==> src/design/rsn_pkg.sv <==
// ----------------------------------------------------------------------------
// rsn_pkg
// types, constants and small functions for the row softmax normalizer
// ----------------------------------------------------------------------------
package rsn_pkg;

  typedef enum logic [2:0] {
    ST_LOAD,
    ST_EXP_RD,
    ST_EXP_CALC,
    ST_RECIP,
    ST_OUT_RD,
    ST_OUT_MUL,
    ST_OUT_SEND
  } rsn_state_t;

  localparam int unsigned LOG2E_Q14 = 23638;

  function automatic logic [16:0] pow2_frac(input logic [4:0] k);
    logic [16:0] v;
    case (k)
      5'd0:    v = 17'd65536;
      5'd1:    v = 17'd62757;
      5'd2:    v = 17'd60097;
      5'd3:    v = 17'd57549;
      5'd4:    v = 17'd55109;
      5'd5:    v = 17'd52772;
      5'd6:    v = 17'd50535;
      5'd7:    v = 17'd48392;
      5'd8:    v = 17'd46341;
      5'd9:    v = 17'd44376;
      5'd10:   v = 17'd42495;
      5'd11:   v = 17'd40693;
      5'd12:   v = 17'd38968;
      5'd13:   v = 17'd37316;
      5'd14:   v = 17'd35734;
      5'd15:   v = 17'd34219;
      default: v = 17'd32768;
    endcase
    return v;
  endfunction

endpackage

==> src/design/rsn_recip.sv <==
// ----------------------------------------------------------------------------
// rsn_recip
// restoring divider, floor(2^32 / den), one quotient bit per cycle
// ----------------------------------------------------------------------------
module rsn_recip import rsn_pkg::*; (
  input  logic        clk,
  input  logic        rst,
  input  logic        start,
  input  logic [21:0] den,
  output logic        done,
  output logic [16:0] quot
);

  logic [5:0]  step;
  logic        busy;
  logic [22:0] rem;
  logic [32:0] q;
  logic [22:0] trial;
  logic        bit_in;

  // dividend 2^32: bit 32 set, all else zero
  assign bit_in = (step == 6'd32);
  assign trial  = {rem[21:0], bit_in};

  always_ff @(posedge clk) begin
    if (rst) begin
      busy <= 1'b0;
      done <= 1'b0;
      step <= '0;
    end else begin
      done <= 1'b0;
      if (start) begin
        busy <= 1'b1;
        step <= 6'd32;
        rem  <= '0;
        q    <= '0;
      end else if (busy) begin
        if (trial >= {1'b0, den}) begin
          rem <= trial - {1'b0, den};
          q   <= {q[31:0], 1'b1};
        end else begin
          rem <= trial;
          q   <= {q[31:0], 1'b0};
        end
        if (step == 6'd0) begin
          busy <= 1'b0;
          done <= 1'b1;
        end else begin
          step <= step - 6'd1;
        end
      end
    end
  end

  assign quot = q[16:0];

endmodule

==> src/design/row_softmax_normalizer_unit.sv <==
// ----------------------------------------------------------------------------
// row_softmax_normalizer_unit
// row-wise fixed-point softmax with a shared sequencer
// ----------------------------------------------------------------------------
// Scores are taken while a row fills. The transfer that completes a row
// starts a pass: per entry, a store read, then one multiply and
// interpolation for the exponential; then the bit-serial reciprocal of the
// sum; then per probability a read, a multiply and a send, the send held
// by any output stall. The input is not ready during the pass.
module row_softmax_normalizer_unit import rsn_pkg::*; #(
  parameter int MAX_ROW_LENGTH = 64
) (
  input  logic        clk,
  input  logic        rst,
  input  logic        cfg_we,
  input  logic [6:0]  cfg_wdata,
  input  logic        s_tvalid,
  output logic        s_tready,
  input  logic [15:0] s_tdata,   // score
  input  logic        s_tuser,   // last_in_batch
  output logic        m_tvalid,
  input  logic        m_tready,
  output logic [15:0] m_tdata,   // probability
  output logic        m_tlast,   // last_in_row
  output logic        m_tuser    // batch_done
);

  localparam int AW = $clog2(MAX_ROW_LENGTH);
  localparam int CW = AW + 1;

  rsn_state_t state, state_next;

  logic [6:0]          row_length;
  logic signed [15:0]  score_mem [MAX_ROW_LENGTH];
  logic [15:0]         exp_mem [MAX_ROW_LENGTH];
  logic signed [15:0]  row_peak;
  logic [CW-1:0]       fill_count;
  logic [CW-1:0]       idx;
  logic [21:0]         exp_total;
  logic                batch_flag;
  logic signed [15:0]  score_rd;
  logic [15:0]         exp_rd;
  logic [16:0]         recip;
  logic [32:0]         prod;
  logic                div_start, div_done;
  logic [16:0]         div_q;

  // effective length
  logic [CW-1:0] eff_len;
  always_comb begin
    if (row_length == 7'd0) eff_len = CW'(1);
    else if (row_length > 7'(MAX_ROW_LENGTH)) eff_len = CW'(MAX_ROW_LENGTH);
    else eff_len = CW'(row_length);
  end

  logic in_xfer, row_end;
  logic [CW-1:0] fill_inc;
  assign s_tready = (state == ST_LOAD);
  assign in_xfer  = s_tvalid && s_tready;
  assign fill_inc = fill_count + CW'(1);
  assign row_end  = (fill_inc >= eff_len);

  // exponential datapath
  logic [16:0] diff;
  logic [15:0] x;
  logic [31:0] ymul;
  logic [17:0] y;
  logic [9:0]  n;
  logic [3:0]  h, l;
  logic [16:0] t0, t1, m;
  logic [21:0] dl;
  logic [16:0] e_sh;
  logic [15:0] e_val;
  always_comb begin
    diff = 17'(row_peak) - 17'(score_rd);
    x    = diff[16] ? 16'd0 : diff[15:0];
    ymul = 32'(x) * 32'(LOG2E_Q14);
    y    = ymul[31:14];
    n    = y[17:8];
    h    = y[7:4];
    l    = y[3:0];
    t0   = pow2_frac({1'b0, h});
    t1   = pow2_frac({1'b0, h} + 5'd1);
    dl   = 22'(t0 - t1) * 22'(l);
    m    = t0 - 17'(dl >> 4);
    e_sh = (n >= 10'd17) ? 17'd0 : (m >> n[4:0]);
    e_val = e_sh[16] ? 16'hFFFF : e_sh[15:0];
  end

  rsn_recip u_recip (
    .clk   (clk),
    .rst   (rst),
    .start (div_start),
    .den   (exp_total),
    .done  (div_done),
    .quot  (div_q)
  );

  logic last_out;
  assign last_out = (idx + CW'(1) == fill_count);

  always_comb begin
    state_next = state;
    div_start  = 1'b0;
    unique case (state)
      ST_LOAD:     if (in_xfer && row_end) state_next = ST_EXP_RD;
      ST_EXP_RD:   state_next = ST_EXP_CALC;
      ST_EXP_CALC: begin
        if (idx + CW'(1) == fill_count) begin
          state_next = ST_RECIP;
          div_start  = 1'b1;
        end else begin
          state_next = ST_EXP_RD;
        end
      end
      ST_RECIP:    if (div_done) state_next = ST_OUT_RD;
      ST_OUT_RD:   state_next = ST_OUT_MUL;
      ST_OUT_MUL:  state_next = ST_OUT_SEND;
      ST_OUT_SEND: begin
        if (m_tready) state_next = last_out ? ST_LOAD : ST_OUT_RD;
      end
      default:     state_next = ST_LOAD;
    endcase
  end

  always_ff @(posedge clk) begin
    if (rst) state <= ST_LOAD;
    else state <= state_next;
  end

  always_ff @(posedge clk) begin
    if (in_xfer) score_mem[fill_count[AW-1:0]] <= s_tdata;
    if (state == ST_EXP_CALC) exp_mem[idx[AW-1:0]] <= e_val;
    score_rd <= score_mem[idx[AW-1:0]];
    exp_rd   <= exp_mem[idx[AW-1:0]];
  end

  always_ff @(posedge clk) begin
    if (rst) begin
      row_length <= 7'd64;
      row_peak   <= '0;
      fill_count <= '0;
      exp_total  <= '0;
      batch_flag <= 1'b0;
      idx        <= '0;
    end else begin
      if (cfg_we) row_length <= cfg_wdata;
      unique case (state)
        ST_LOAD: begin
          if (in_xfer) begin
            if (fill_count == '0 || $signed(s_tdata) > row_peak) row_peak <= s_tdata;
            batch_flag <= s_tuser | ((fill_count == '0) ? 1'b0 : batch_flag);
            fill_count <= fill_inc;
            idx        <= '0;
            exp_total  <= '0;
          end
        end
        ST_EXP_CALC: begin
          exp_total <= exp_total + 22'(e_val);
          idx       <= (idx + CW'(1) == fill_count) ? '0 : idx + CW'(1);
        end
        ST_RECIP: if (div_done) recip <= div_q;
        ST_OUT_MUL: prod <= 33'(exp_rd) * 33'(recip);
        ST_OUT_SEND: begin
          if (m_tready) begin
            if (last_out) begin
              fill_count <= '0;
              batch_flag <= 1'b0;
              idx        <= '0;
            end else begin
              idx <= idx + CW'(1);
            end
          end
        end
        default: ;
      endcase
    end
  end

  logic [16:0] p;
  assign p        = prod[32:16];
  assign m_tvalid = (state == ST_OUT_SEND);
  assign m_tdata  = p[16] ? 16'hFFFF : p[15:0];
  assign m_tlast  = last_out;
  assign m_tuser  = last_out & batch_flag;

endmodule
==> config.mk <==
export PLATFORM = sky130hd
export DESIGN_NAME = row_softmax_normalizer_unit
export DESIGN_NICKNAME = d
export VERILOG_FILES = /design/src/design/rsn_pkg.sv /design/src/design/rsn_recip.sv /design/src/design/row_softmax_normalizer_unit.sv
export SDC_FILE = /design/constraint.sdc
export NUM_CORES = 2
export LEC_CHECK = 0
export ABC_AREA = 1
export BUFFER_PORTS_ARGS = -buffer_cell sky130_fd_sc_hd__buf_2
export CAP_MARGIN = 20
export CORE_ASPECT_RATIO = 1.1
export CORE_MARGIN = 2
export CORE_UTILIZATION = 55
export DETAILED_ROUTE_END_ITERATION = 8
export PLACE_DENSITY = 0.8
export REMOVE_ABC_BUFFERS = 1
export SLEW_MARGIN = 20
export SYNTH_ARGS = -nofsm -noshare
export SYNTH_HDL_FRONTEND = slang
export SYNTH_SLANG_ARGS = --single-unit
==> constraint.sdc <==
create_clock -name clk -period 25 [get_ports clk]
set_clock_uncertainty 0.15 [all_clocks]
set_input_delay 1.25 -clock clk [delete_from_list [all_inputs] [get_ports clk]]
set_output_delay 1.25 -clock clk [all_outputs]
set_load 0.02 [all_outputs]
* Yosys cells after proc, flatten, opt, wreduce, memory -nomap -nowiden
Memories as Yosys holds them, arrays and structs flattened. A register that Yosys moved wholly into a read port is not among the register bits. Cells that the tools add are included. W data, S select, Z words.
Word-level totals: bits in registers 160, bits in latches 0, bits in writable memories 2048, bits in read-only memories 544, input port bits 29, output and inout port bits 20, memories 4
Memories:
- exp_mem | depth 64, width 16, read ports 1, clocked after memory_dff 1, wr ports 1, line row_softmax_normalizer_unit.sv:35 | logic [15:0] exp_mem [MAX_ROW_LENGTH];
- score_mem | depth 64, width 16, read ports 1, clocked after memory_dff 1, wr ports 1, line row_softmax_normalizer_unit.sv:34 | logic signed [15:0] score_mem [MAX_ROW_LENGTH];
- (name not given) | depth 16, width 17, read ports 1, clocked after memory_dff 0, wr ports 0, line rsn_pkg.sv:21 | case (k)
- (name not given) | depth 16, width 17, read ports 1, clocked after memory_dff 0, wr ports 0, line rsn_pkg.sv:21
Cells by class: add/sub/neg operators 9, multipliers 3, divide/modulo/power cells 0, $lt $le $gt $ge 5, equal/unequal tests 14, shift operators 1, muxes and demuxes 45, bitwise operators 5, reductions and logical operators 23
Operators by type and width (number):
- $mux W22 | 3
- $mux W7 | 8
- $mux W17 | 3
- $mux W16 | 3
- $pmux W22 S2 | 1
- $mul A16 B17 Y33 | 1
- $mul A16 B14 Y30 const B | 1
- $ge A23 B22 Y1 | 1
- $add A22 B16 Y22 | 1
- $mul A22 B4 Y21 | 1
- $sub A22 B22 Y22 | 1
- $pmux W3 S7 | 1
- $pmux W7 S3 | 1
- $mux W6 | 3
- $sub A17 B17 Y18 | 1
- $shr A17 B5 Y17 | 1
- $sub A16 B16 Y17 | 1
- $sub A17 B17 Y17 | 1
- $gt A16 B16 Y1 | 1
- $mux W1 | 15
- $add A7 B1 Y7 const B | 2
- $logic_not A7 Y1 | 2
- $pmux W7 S2 | 1
- $mux W3 | 4
- 28 further kinds | 47

* Logic depth before layout (Yosys ltp)
An unclocked memory read counts as a cell.
depth after elaboration 14, mapped depth 107

* Cells and area by module
A second synthesis with hierarchy kept.
Unflattened totals: cells, all modules 8154, area, all modules 102758.6 µm²
By module, submodules not included:
- row_softmax_normalizer_unit | times used 1, cells an instance 7614, area each 99092.5 µm²
- rsn_recip | times used 1, cells an instance 540, area each 3666.0 µm²

* Worst setup path before layout
No wires, ideal clock.
path kind register to register, start register score_rd[2] (read register of score_mem), end register exp_total[20], library setup time 86 ps, arrival time 17569 ps, data required time 24764 ps, setup slack 7195 ps, stages on the path, launching flop included 102, path buffers 1, cell sequence dfxtp_1 inv_1 ha_1 nand2_1 nor2_1 a211oi_1 nor2_1 o21ai_0 nand2_1 nand2_1 nand2_1 a21oi_1 nor2_1 o21ai_0 nand2_1 nand2_1 inv_1 o21ai_0 (+66 left out) ha_1 fa_1 nand3_1 nand2_1 and2_1 nand2_1 nand2_1 and2_1 a221o_1 a21oi_1 or2_2 nand2_1 a21oi_1 o21ai_0 nand2_1 inv_1 a21oi_1 a211oi_1
On the way: word-level cells in the longest chain between the ends 14
Ends and longest elaborated chain:
- start, declared | line row_softmax_normalizer_unit.sv:41 | logic signed [15:0] score_rd;
- $sub A16 B16 Y17 (*) | line row_softmax_normalizer_unit.sv:75 | diff = 17'(row_peak) - 17'(score_rd);
- $mux W16 (*) | line row_softmax_normalizer_unit.sv:76 | x = diff[16] ? 16'd0 : diff[15:0];
- $mul A16 B14 Y30 (*) | line row_softmax_normalizer_unit.sv:77 | ymul = 32'(x) * 32'(LOG2E_Q14);
- $add A4 B1 Y5 | line row_softmax_normalizer_unit.sv:83 | t1 = pow2_frac({1'b0, h} + 5'd1);
- $mem_v2 Z16 W17
- $mux W17 | line rsn_pkg.sv:21
- $sub A17 B17 Y18 | line row_softmax_normalizer_unit.sv:84 | dl = 22'(t0 - t1) * 22'(l);
- $mul A22 B4 Y21 | line row_softmax_normalizer_unit.sv:84
- $sub A17 B17 Y17 | line row_softmax_normalizer_unit.sv:85 | m = t0 - 17'(dl >> 4);
- $shr A17 B5 Y17 | line row_softmax_normalizer_unit.sv:86 | e_sh = (n >= 10'd17) ? 17'd0 : (m >> n[4:0]);
- $mux W17 (*) | line row_softmax_normalizer_unit.sv:86
- $mux W16 (*) | line row_softmax_normalizer_unit.sv:87 | e_val = e_sh[16] ? 16'hFFFF : e_sh[15:0];
- net e_val[0] | line row_softmax_normalizer_unit.sv:73 | logic [15:0] e_val;
- $add A22 B16 Y22 (*) | line row_softmax_normalizer_unit.sv:159 | exp_total <= exp_total + 22'(e_val);
- $pmux W22 S2 (*) | line row_softmax_normalizer_unit.sv:148 | unique case (state)
- end signal, assigned | line row_softmax_normalizer_unit.sv:159
- end, declared | line row_softmax_normalizer_unit.sv:39 | logic [21:0] exp_total;
The timed path passes the listed nets; every way through them passes the cells marked *. A chain may end at the register's enable or synchronous reset.

* Final worst setup path
Same ends and word-level chain as after synthesis.

==> impl_metrics.py <==
metrics = {
    "run_status": {
        "status": "finished clean",
    },
    "timing": {
        "finalMaxSlewViolations": 0,
        "period_needed_ns": 19.25,
        "setup_tns_ns": 0,
        "setup_viol": 0,
        "period_share": 0.770,
        "hold_viol_final": 0,
        "rsz0062_at_grt": "false",
        "tightest_slew_ns": 1.27,
        "hold_ws_ns": 0.275,
        "fmax_ghz": 0.0519,
        "slew_headroom": 0.151,
    },
    "worst_hold_path": {
        "holdPathStages": 0,
        "min_from": "u_recip.q[16]",
        "holdPathEnd": "recip[16]",
        "worstHoldPathType": "flip-flop to flip-flop",
    },
    "worst_setup_path": {
        "critPathRequiredTime_ns": 25.60,
        "critPathMaxStageDelay_ns": 0.69,
        "path_max_fanout": 65,
        "r2r-end": "exp_total[20]",
        "r2r_start": "score_rd[2]",
        "cp_top_family": "adder cells",
        "critical_path.most_common_cell": "nand2_1",
        "cpMaxStageDelayCell": "nor3_1",
        "regToRegSetupSlack_ns": 5.75,
        "reg2regPathDepth": 98,
        "crit_buf_inv": 11,
        "worstSetupEndpointType": "flip-flop",
        "start_kind": "flip-flop",
        "cp.arrival_ns": 19.85,
        "criticalPathCategory": "flip-flop to flip-flop",
    },
    "floorplanning": {
        "io_pins": 49,
        "rows": 166,
        "die_area_mm2": 0.189,
        "dieHeight_um": 456,
        "initial_utilization": 0.552,
        "core_area_mm2": 0.185,
        "dieWidth_um": 415,
    },
    "yosys": {
        "synth_seq_area_share": 0.643,
        "syn_area_per_cell_um2": 12.9,
        "ys_types": 72,
        "synth_fa_ha_area_frac": 0.107,
        "synth_xor_xnor_area_share": 0.0103,
        "synth_simple_gate_area_frac": 0.0971,
        "synth_warnings": 0,
        "muxShareOfSynthArea": 0.0000979,
        "synth_edf_count": 2121,
        "synth-compound-area-share": 0.0991,
        "synth_seq_cells": 2224,
        "synth_top_family_by_area": "adder cells",
        "syn_inst": 7954,
        "async_flop_share": 0,
        "synth_flop_cell": "edfxtp_1",
        "netlist_area_mm2": 0.102,
    },
    "layout": {
        "multi_input_area_mm2": 0.0323,
        "syn2layout_area_growth_pct": 10.0,
        "fin_area_mm2": 0.113,
        "nets": 8777,
        "layout.area.seq_mm2": 0.0658,
        "num-fill-cells": 13266,
        "drive_gt1_frac": 0.0840,
    },
    "cts": {
        "clock_sinks": 2224,
        "ctsResizeCount": 0,
        "cts_setup_buffers": 0,
        "clkLatencyLatePin_ns": 0.86,
        "cts_buffer_depth": 3,
        "clk_pin_slew_ns": 0.07,
        "cts_max_level": 4,
        "cts_made_buffers": 200,
        "root_buffer": "clkbuf_16",
        "postCtsHoldBufs": 0,
        "cts_tree": "built",
    },
    "drt": {
        "drt-initial-drc-count": 9364,
        "ant_nets": 0,
        "drc": 0,
        "via_per_inst": 6.33,
        "vias": 67511,
        "drt_pass1_iterations": 9,
        "drt_wl_total_mm": 276,
        "routedWlPerCell_um": 25.9,
    },
    "global_route": {
        "grt_pass1_vias": 68265,
        "grt_util_all_layers": 0.288,
        "grt_max_degree": 129,
        "antenna_found_initial": 4,
        "grt_pass1_wl_mm": 412,
        "gr-total-overflow": 0,
    },
    "placed_design": {
        "routabilityCongestion": 0.914,
        "dpl.hpwl_mm": 166,
        "placed_area_mm2": 0.106,
        "port-buffer-count": 48,
    },
    "flow_run": {
        "max-cap-violations": 0,
    },
}
==> kinds of logic after synthesis <==
family / count (synthesis)
xor+xnor: 112
mux: 1
compound gates: 1424
simple gates: 2327
fa+ha+maj: 685
flops: 2224
buf+inv: 1181
==> state kept, by name (all words and copies together), names as in the netlist, 16 cells and up <==
name	count
prod	17
row_peak	16
recip	17
u_recip.q	17
score_rd	16
exp_mem	1024
score_mem	1024
exp_rd	16
u_recip.rem	22
exp_total	22
==> routing by layer <==
layer  routed length, µm  vias to the layer above  global-route usage
met1               95100                    32888               0.356
met2              132000                     4633               0.476
met5                   0                        -                   0
met4               16600                        0               0.156
met3               32200                      956              0.0620
li1                    -                    29034                   -
==> synthesized netlist by cell type (all sizes together), types with 11 or more instances <==
cell / instances / area [µm²]
a31oi: 31 / 194
fa: 314 / 6290
o21bai: 11 / 86.3
o21a: 12 / 90.1
buf: 75 / 318
a22o: 220 / 1930
nand4: 251 / 1590
nand2: 1481 / 5660
inv: 809 / 3040
ha: 371 / 4640
clkbuf: 291 / 1090
a22oi: 315 / 2360
nand3: 105 / 578
o21ai: 195 / 987
edfxtp: 2121 / 63700
dfxtp: 103 / 2060
or2: 39 / 244
nor3: 36 / 180
a2111o: 12 / 135
o211ai: 13 / 103
nor4: 15 / 93.8
xor2: 72 / 706
a211oi: 18 / 140
a221oi: 257 / 2250
nor2: 385 / 1490
a21oi: 293 / 1470
xnor2: 40 / 350
==> worst max path at each step <==
stage / from / endpoint / slack, ns / cells after the start
floorplan: score_rd[2] / exp_total[20] / 6.88 / 101
global placement: score_rd[2] / exp_total[20] / 6.16 / 95
detailed placement: score_rd[2] / exp_total[16] / 5.74 / 95
CTS: score_rd[2] / exp_total[20] / 5.66 / 94
global route: score_rd[2] / exp_total[20] / 3.76 / 98
finish: score_rd[2] / exp_total[20] / 5.75 / 98
==> metrics by stage <==
step,instances,setup slack [ns],util
floorplan,7588,6.88,-
global placement,10297,6.16,0.572
detailed placement,10297,5.74,0.572
CTS,10666,5.66,0.607
global route,10667,3.76,0.607
finish,10667,5.75,0.607
==> cell type report <==
class	count	area share
clock inverter	116	0.00984
clock buffer	253	0.0468
inverter	815	0.0272
tap	2436	0.0271
timing repair buffer	273	0.0180
sequential	2224	0.584
multi-input combinational	4549	0.287
antenna	1	0.0000222
==> placed cells by master (no fill, tap or decap), types with 14 or more instances in the layout <==
master     instances
nor2_1           365
fa_1             314
clkinv_1          43
buf_2             48
xor2_1            68
nor3_1            28
clkinv_2          39
nand3_1           96
nand4_1          250
inv_1            795
xnor2_1           40
nand2_1         1450
o21ai_0          171
a22o_1           220
inv_2             14
ha_1             371
clkbuf_1          49
dfxtp_1          103
buf_4            217
a221oi_1         257
bufinv_16         16
o21ai_1           19
edfxtp_1        2121
a22oi_1          315
nor4_1            14
a21oi_1          288
a211oi_1          17
or2_2             33
a31oi_1           31
clkbuf_16        202
nand2_2           23
Power is left out: the tool's default activity adds up to more than one toggle a clock period on the data nets, which glitch-free logic cannot reach.
